[src/hdl/chtab_pkg.sv]
package chtab_pkg;

	// fixed field widths
	localparam int KEY_W        = 40;
	localparam int DATA_W       = 32;
	localparam int STATUS_W     = 3;
	localparam int SLOT_W       = 10;
	localparam int TABLE_SIZE_DEF = 1024;

	// home slot is the key modulo this divisor
	localparam int HOME_MOD     = 1000;
	localparam int HOME_W       = 10;

	// key folding: 10-bit chunks weighted by powers of 1024 modulo 1000
	localparam int FOLD_W       = 22;
	localparam int FOLD_R1      = 24;
	localparam int FOLD_R2      = 576;
	localparam int FOLD_R3      = 824;

	// operation codes
	localparam logic KIND_INSERT   = 1'b0;
	localparam logic KIND_WITHDRAW = 1'b1;

	typedef enum logic [STATUS_W-1:0] {
		STAT_OK      = 3'd0,
		STAT_FULL    = 3'd1,
		STAT_WRAP    = 3'd2,
		STAT_EMPTY   = 3'd3,
		STAT_MISSING = 3'd4
	} status_t;

	typedef enum logic [4:0] {
		S_CLEAR,
		S_IDLE,
		S_HASH,
		S_CHECK,
		S_I_HOME_RD,
		S_I_HOME_EV,
		S_I_TAIL_RD,
		S_I_TAIL_EV,
		S_I_PROBE_RD,
		S_I_PROBE_EV,
		S_I_LINK,
		S_I_STORE,
		S_W_RD,
		S_W_EV,
		S_W_FIX,
		S_W_NXT_RD,
		S_W_COPY,
		S_W_FREE,
		S_RESULT
	} state_t;

	// controller to datapath
	typedef struct packed {
		logic    load_in;
		logic    clr_wr;
		logic    mod_step;
		logic    probe_home;
		logic    probe_link;
		logic    probe_inc;
		logic    set_tail;
		logic    wr_new;
		logic    wr_tail_link;
		logic    save_nxt;
		logic    wr_prev_link;
		logic    move_head;
		logic    copy_head;
		logic    free_probe;
		logic    cnt_inc;
		logic    cnt_dec;
		logic    pend_en;
		status_t pend_code;
		logic    out_load;
	} cmd_t;

	// datapath to controller
	typedef struct packed {
		logic kind;
		logic occ;
		logic lnull;
		logic key_match;
		logic steps_lim;
		logic probe_eq_tail;
		logic cnt_full;
		logic cnt_zero;
		logic mod_last;
		logic clr_last;
		logic prev_valid;
		logic out_busy;
	} stat_t;

endpackage

[src/hdl/chtab_ctrl.sv]
module chtab_ctrl import chtab_pkg::*; (
	input  logic  clk,
	input  logic  arst_n,
	input  logic  in_valid,
	output logic  in_ready,
	input  stat_t stat,
	output cmd_t  cmd
);

	state_t state_q, state_d;

	// state register
	always_ff @(posedge clk or negedge arst_n) begin
		if (!arst_n) begin
			state_q <= S_CLEAR;
		end else begin
			state_q <= state_d;
		end
	end

	// next state and commands
	always_comb begin
		state_d  = state_q;
		cmd      = '0;
		cmd.pend_code = STAT_OK;
		in_ready = 1'b0;
		case (state_q)
			S_CLEAR: begin
				cmd.clr_wr = 1'b1;
				if (stat.clr_last) state_d = S_IDLE;
			end
			S_IDLE: begin
				in_ready = 1'b1;
				if (in_valid) begin
					cmd.load_in = 1'b1;
					state_d = S_HASH;
				end
			end
			S_HASH: begin
				cmd.mod_step = 1'b1;
				if (stat.mod_last) state_d = S_CHECK;
			end
			S_CHECK: begin
				cmd.probe_home = 1'b1;
				if (stat.kind == KIND_INSERT) begin
					if (stat.cnt_full) begin
						cmd.pend_en = 1'b1;
						cmd.pend_code = STAT_FULL;
						state_d = S_RESULT;
					end else begin
						state_d = S_I_HOME_RD;
					end
				end else if (stat.cnt_zero) begin
					cmd.pend_en = 1'b1;
					cmd.pend_code = STAT_EMPTY;
					state_d = S_RESULT;
				end else begin
					state_d = S_W_RD;
				end
			end
			S_I_HOME_RD: state_d = S_I_HOME_EV;
			S_I_HOME_EV, S_I_TAIL_EV: begin
				if (state_q == S_I_HOME_EV && !stat.occ) begin
					state_d = S_I_STORE;
				end else if (!stat.lnull && !stat.steps_lim) begin
					cmd.probe_link = 1'b1;
					state_d = S_I_TAIL_RD;
				end else begin
					cmd.set_tail = 1'b1;
					state_d = S_I_PROBE_RD;
				end
			end
			S_I_TAIL_RD: state_d = S_I_TAIL_EV;
			S_I_PROBE_RD: state_d = S_I_PROBE_EV;
			S_I_PROBE_EV: begin
				if (stat.probe_eq_tail) begin
					cmd.pend_en = 1'b1;
					cmd.pend_code = STAT_WRAP;
					state_d = S_RESULT;
				end else if (stat.occ) begin
					cmd.probe_inc = 1'b1;
					state_d = S_I_PROBE_RD;
				end else begin
					state_d = S_I_LINK;
				end
			end
			S_I_LINK: begin
				cmd.wr_tail_link = 1'b1;
				state_d = S_I_STORE;
			end
			S_I_STORE: begin
				cmd.wr_new  = 1'b1;
				cmd.cnt_inc = 1'b1;
				cmd.pend_en = 1'b1;
				state_d = S_RESULT;
			end
			S_W_RD: state_d = S_W_EV;
			S_W_EV: begin
				if (stat.key_match) begin
					cmd.save_nxt = 1'b1;
					if (stat.prev_valid) begin
						state_d = S_W_FIX;
					end else if (stat.lnull) begin
						state_d = S_W_FREE;
					end else begin
						cmd.move_head = 1'b1;
						state_d = S_W_NXT_RD;
					end
				end else if (stat.steps_lim || stat.lnull) begin
					cmd.pend_en = 1'b1;
					cmd.pend_code = STAT_MISSING;
					state_d = S_RESULT;
				end else begin
					cmd.probe_link = 1'b1;
					state_d = S_W_RD;
				end
			end
			S_W_FIX: begin
				cmd.wr_prev_link = 1'b1;
				state_d = S_W_FREE;
			end
			S_W_NXT_RD: state_d = S_W_COPY;
			S_W_COPY: begin
				cmd.copy_head = 1'b1;
				state_d = S_W_FREE;
			end
			S_W_FREE: begin
				cmd.free_probe = 1'b1;
				cmd.cnt_dec = 1'b1;
				cmd.pend_en = 1'b1;
				state_d = S_RESULT;
			end
			S_RESULT: begin
				if (!stat.out_busy) begin
					cmd.out_load = 1'b1;
					state_d = S_IDLE;
				end
			end
			default: state_d = S_IDLE;
		endcase
	end

	assert property (@(posedge clk) disable iff (!arst_n)
		(state_q == S_RESULT && !stat.out_busy) |=> state_q == S_IDLE)
		else $error("result stage did not return to idle");
	assert property (@(posedge clk) disable iff (!arst_n)
		(state_q == S_CLEAR) |-> !in_ready)
		else $error("item taken during clearing pass");
	assert property (@(posedge clk) disable iff (!arst_n)
		$onehot0({cmd.wr_new, cmd.wr_tail_link, cmd.wr_prev_link, cmd.copy_head,
			cmd.free_probe, cmd.clr_wr}))
		else $error("two table writes in one cycle");

endmodule

[config.mk]
export PLATFORM = sky130hd
export DESIGN_NAME = chtab_ctrl
export DESIGN_NICKNAME = d
export VERILOG_FILES = /design/src/hdl/chtab_pkg.sv /design/src/hdl/chtab_ctrl.sv
export SDC_FILE = /design/constraint.sdc
export NUM_CORES = 1
export LEC_CHECK = 0
export ABC_AREA = 1
export BUFFER_PORTS_ARGS = -buffer_cell sky130_fd_sc_hd__clkbuf_2
export CAP_MARGIN = 20
export CORE_MARGIN = 3
export CORE_UTILIZATION = 45
export DETAILED_ROUTE_END_ITERATION = 8
export PLACE_DENSITY = 0.84
export SYNTH_ARGS = -nofsm -noshare
export SYNTH_HDL_FRONTEND = slang
export SYNTH_SLANG_ARGS = --single-unit
export TNS_END_PERCENT = 30
[constraint.sdc]
create_clock -name clk -period 2.6 [get_ports clk]
set_clock_uncertainty 0.1 [all_clocks]
set_input_delay 0 -clock clk [delete_from_list [all_inputs] [get_ports clk]]
set_output_delay 0 -clock clk [all_outputs]
set_load 0.02 [all_outputs]
# Word level (Yosys, flattened, before mapping)
# Cells that the tools add are included.
[totals]
ff_bits = 5
input_bits = 15
output_inout_bits = 22
word_cells = 88
[op_classes]
n_eq_ne = 22
n_mux = 54
n_reduce_logical = 11
[ops]
columns = ["operator", "n"]
rows = [
  ["$pmux W5 S16", 1],
  ["$mux W5", 13],
  ["$eq A5 B4 Y1 const B", 8],
  ["$mux W1", 29],
  ["$mux W4", 7],
  ["$eq A5 B3 Y1 const B", 4],
  ["$eq A5 B5 Y1 const B", 3],
  ["$eq A5 B2 Y1 const B", 2],
  ["$pmux W3 S3", 1],
  ["$ne A2 B2 Y1 const B", 4],
  ["$reduce_or A2 Y1", 3],
  ["$eq A5 B1 Y1 const B", 1],
  ["$logic_not A5 Y1", 1],
  ["$pmux W1 S4", 1],
  ["$reduce_and A4 Y1", 1],
  ["$logic_not A1 Y1", 3],
  ["$logic_and A1 B1 Y1", 2],
  ["$mux W2", 1],
  ["$pmux W1 S2", 1],
  ["$logic_or A1 B1 Y1", 1],
]

# Logic depth before layout (Yosys ltp)
[logic_depth]
ltp_word = 5
ltp_mapped = 12
mapped_depth_nobuf = 11

# Worst setup path before layout
# OpenSTA, ideal clock, no wires.
[synth_timing]
kind = "register to register"
start = "register state_q[3]"
end = "register state_q[0]"
setup_ns = 0.116
arrival_ns = 1.331
required_time_ns = 2.384
path_slack_ns = 1.053
path_stages_with_launch = 10
path_buffers = 1
path_cell_list = "dfrtp_1 > buf_6 > nor2_4 > nand2_1 > nor2_2 > inv_2 > nor2_1 > nor3_1 > nand2_1 > nand2_1"
[synth_via]
elab_chain_len = 4
elab_cells_between_ends = 30
[synth_rtl]
columns = ["element", "line_no", "text"]
rows = [
  ["start, declared", "chtab_ctrl.sv:10", "state_t state_q, state_d;"],
  ["start signal, assigned", "chtab_ctrl.sv:17", "state_q <= state_d;"],
  ["$eq A5 B3 Y1", "chtab_ctrl.sv:27, chtab_ctrl.sv:63", ""],
  ["$logic_and A1 B1 Y1", "chtab_ctrl.sv:63", "if (state_q == S_I_HOME_EV && !stat.occ) begin"],
  ["$mux W5", "chtab_ctrl.sv:63", ""],
  ["$pmux W5 S16", "chtab_ctrl.sv:27", "case (state_q)"],
]
# Several ways; a longest one is shown, not always the timed one.
# A chain may end at the register's enable or synchronous reset.

# Final worst setup path
[layout_timing]
start = "register state_q[0]"
end = "register state_q[3]"
# Same word-level chain as after synthesis.

==> reports/results.txt <==
routed len/inst = 11.9 um
crit-path cells = inv_2 -> nor2_2 -> nand2_1 -> nor2_1 -> a31oi_1 -> dlygate4sd3_1 -> nand3_1
register bank with the most flops = state_q
io pins = 37
clk sinks = 5
TritonCTS clock tree = built
CP top delay family = simple AND/OR/NAND/NOR gates
DP Worst Slack = 0.863 ns
multiplexer share of the synthesized area = 0
max-cap violations = 0
Post-synth top cells = nand2_1 (37), nor2_1 (27), inv_1 (20), nand3_1 (15), inv_2 (9)
xor-xnor portion of the synthesized cell area = 0
Least-Margin Pin Slew = 0.405 ns
Critical-path top delay cell = dlygate4sd3_1
slowest stage delay, CP = 0.55 ns
average cell area after synthesis = 5.38 um^2
Crit Path Max Fanout = 8
post-route DRC violation count = 0
DRT antenna net count = 0
Final HPWL DP = 2000 um
largest family of logic cells by synthesized area = simple AND/OR/NAND/NOR gates
CP Capture Type = register
Critical path buffers and inverters = 2
Comb power frac = 0.710
most common cell in the netlist = nand2_1
PwrDens = 986 nW/um^2
global-route wire length before repair = 4410 um
Post-Synth Adder-Cell Area = 0
Initial Util = 0.509
row cnt = 14
Mapped Cells = 151
Die ar. = 2350 um^2
Vias = 1122
largest net degree at the start of global routing = 12
ys async rst share = 1.00
clock transition at the registers of the reported paths = 0.05 ns
max reg flops = 5
Switching Share = 0.610
clk buf depth = 2
post-synthesis sequential area ratio = 0.154
number of synthesized flops with an enable pin = 0
Peak Freq = 0.481 GHz
Post-Synthesis Net Count = 166
Worst R2R Path Depth = 7
Die Wd = 48.5 um
post-synth top area share = 0.171
status = complete, no violations
max-slew violation count = 0
Post-CTS Setup Inserts = 0
number of global-route vias before repair = 1026
Layout Area Growth over Synthesis = 30.5%
cell taking the most area after synthesis = nand2_1
# setup viols final = 0
CP Class = reg2reg
Sum Neg Setup Slack = 0 ns
drt first pass iters = 5
number of fill cells = 158
FF+latch count, synth = 5
Arr. time, crit path = 2.16 ns
gr usage total = 0.226
initial detailed-routing violation count = 40
# resized after CTS = 0
grt ovf = 0
worst hold path type = in2async
RSZ-0062 raised after global routing = no
H-Tree Depth = 1
Worst slew margin = 0.730
post-synthesis simple-gate area fraction = 0.573
nets = 207
LEAKAGE = 0.660 nW
reg-to-reg setup timing slack = 0.52 ns
routed vias/inst = 5.22
setup ws final = 0.521 ns
P_int = 0.407 mW
CP Depth = 7
die height = 48.5 um
crit path launch type = register
Final Hold Viols = 0
Cell variety after synth = 27
critical path required time = 2.68 ns
antenna violations before repair = 0
Synth area leaders = nand2_1 (17%), dfrtp_1 (15%), nor2_1 (12%), inv_1 (9.2%), nand3_1 (9.2%)
compound-cell area share of the yosys netlist = 0.0909
hold buffer count at cts = 5
Main synth FF type = dfrtp_1
Clock power frac = 0.089
Synthesis Warnings = 0
fraction of layout cells with a size suffix above 1 = 0.314
port bufs = 36
fin crit period = 2.08 ns
cts bufs inserted = 3
leading registers by flop count = state_q (5)
Final period util = 0.800
maximum VDD drop = 0.621 mV
switching power total = 0.637 mW
Mapped Area = 812 um^2
WL final = 2560 um
Clock Latency Late Sink = 0.25 ns
core area = 1590 um^2
Placer Congestion = 0.903
Inserted Diodes = 0
total power = 1.04 mW
Reg power frac = 0.202
Root Driver = clkbuf_4
[final timing paths]
| path | start | end |
|---|---|---|
| min | arst_n | state_q[3]$_DFFE_PN0P_ |
| min reg2reg | state_q[1]$_DFFE_PN0P_ | state_q[4]$_DFFE_PN0P_ |
| max reg2reg | state_q[0]$_DFFE_PN0P_ | state_q[3]$_DFFE_PN0P_ |
| max in group asynchronous | arst_n | state_q[2]$_DFFE_PN0P_ |
| max | state_q[0]$_DFFE_PN0P_ | state_q[3]$_DFFE_PN0P_ |
| min in group clk | stat[0] | state_q[4]$_DFFE_PN0P_ |
[cells by family after synthesis]
group           Yosys count
compound gates           12
buf+inv                  34
simple gates            100
flops                     5
[per-stage QoR]
step | cells | hold WS, ns | utilization | instance area, um^2
3_5_place_dp | 206 | -0.278 | 0.617 | 983
2_1_floorplan | 151 | -0.396 | - | 812
4_1_cts | 215 | 0.00517 | 0.665 | 1060
6_report | 215 | 0.00555 | 0.665 | 1060
3_3_place_gp | 206 | -0.279 | 0.617 | 983
5_1_grt | 215 | 0.0164 | 0.665 | 1060
[per-layer routing]
layer / global-route usage / share of wire
met1: 0.277 / 0.41
met2: 0.411 / 0.48
met3: 0.0368 / 0.082
met4: 0.0569 / 0.025
met5: 0 / 0
[area by class of cell]
type                       count  area [um^2]  area share
clock buffer                   4         26.3      0.0248
inverter                      29          109       0.103
multi-input combinational    112          539       0.509
tap                           24         30.0      0.0283
timing repair buffer          41          230       0.217
sequential                     5          125       0.118
[power by group through the flow]
stage	sequential [mW]	clock (mW)	combinational [mW]
global route	0.220	0.102	0.832
CTS	0.209	0.0927	0.735
floorplan	0.141	0	0.624
global placement	0.204	0	0.710
detailed placement	0.210	0	0.719
finish	0.211	0.0926	0.741
[cell usage in the layout (no fill, tap or decap), drive strengths merged]
cell type    synthesis  final
nand2               40     40
clkbuf               0     40
nor2                33     33
inv                 29     29
nand3               16     16
dlygate4sd3          0      5
dfrtp                5      5
nor3                 5      5
o21ai                5      5
nand4                4      4
a21oi                2      2
o22ai                1      1
o21bai               1      1
nand3b               1      1
or2                  1      1
a31oi                1      1
a22oi                1      1
o211ai               1      1
Note: power is estimated with default switching activity, not from simulation.
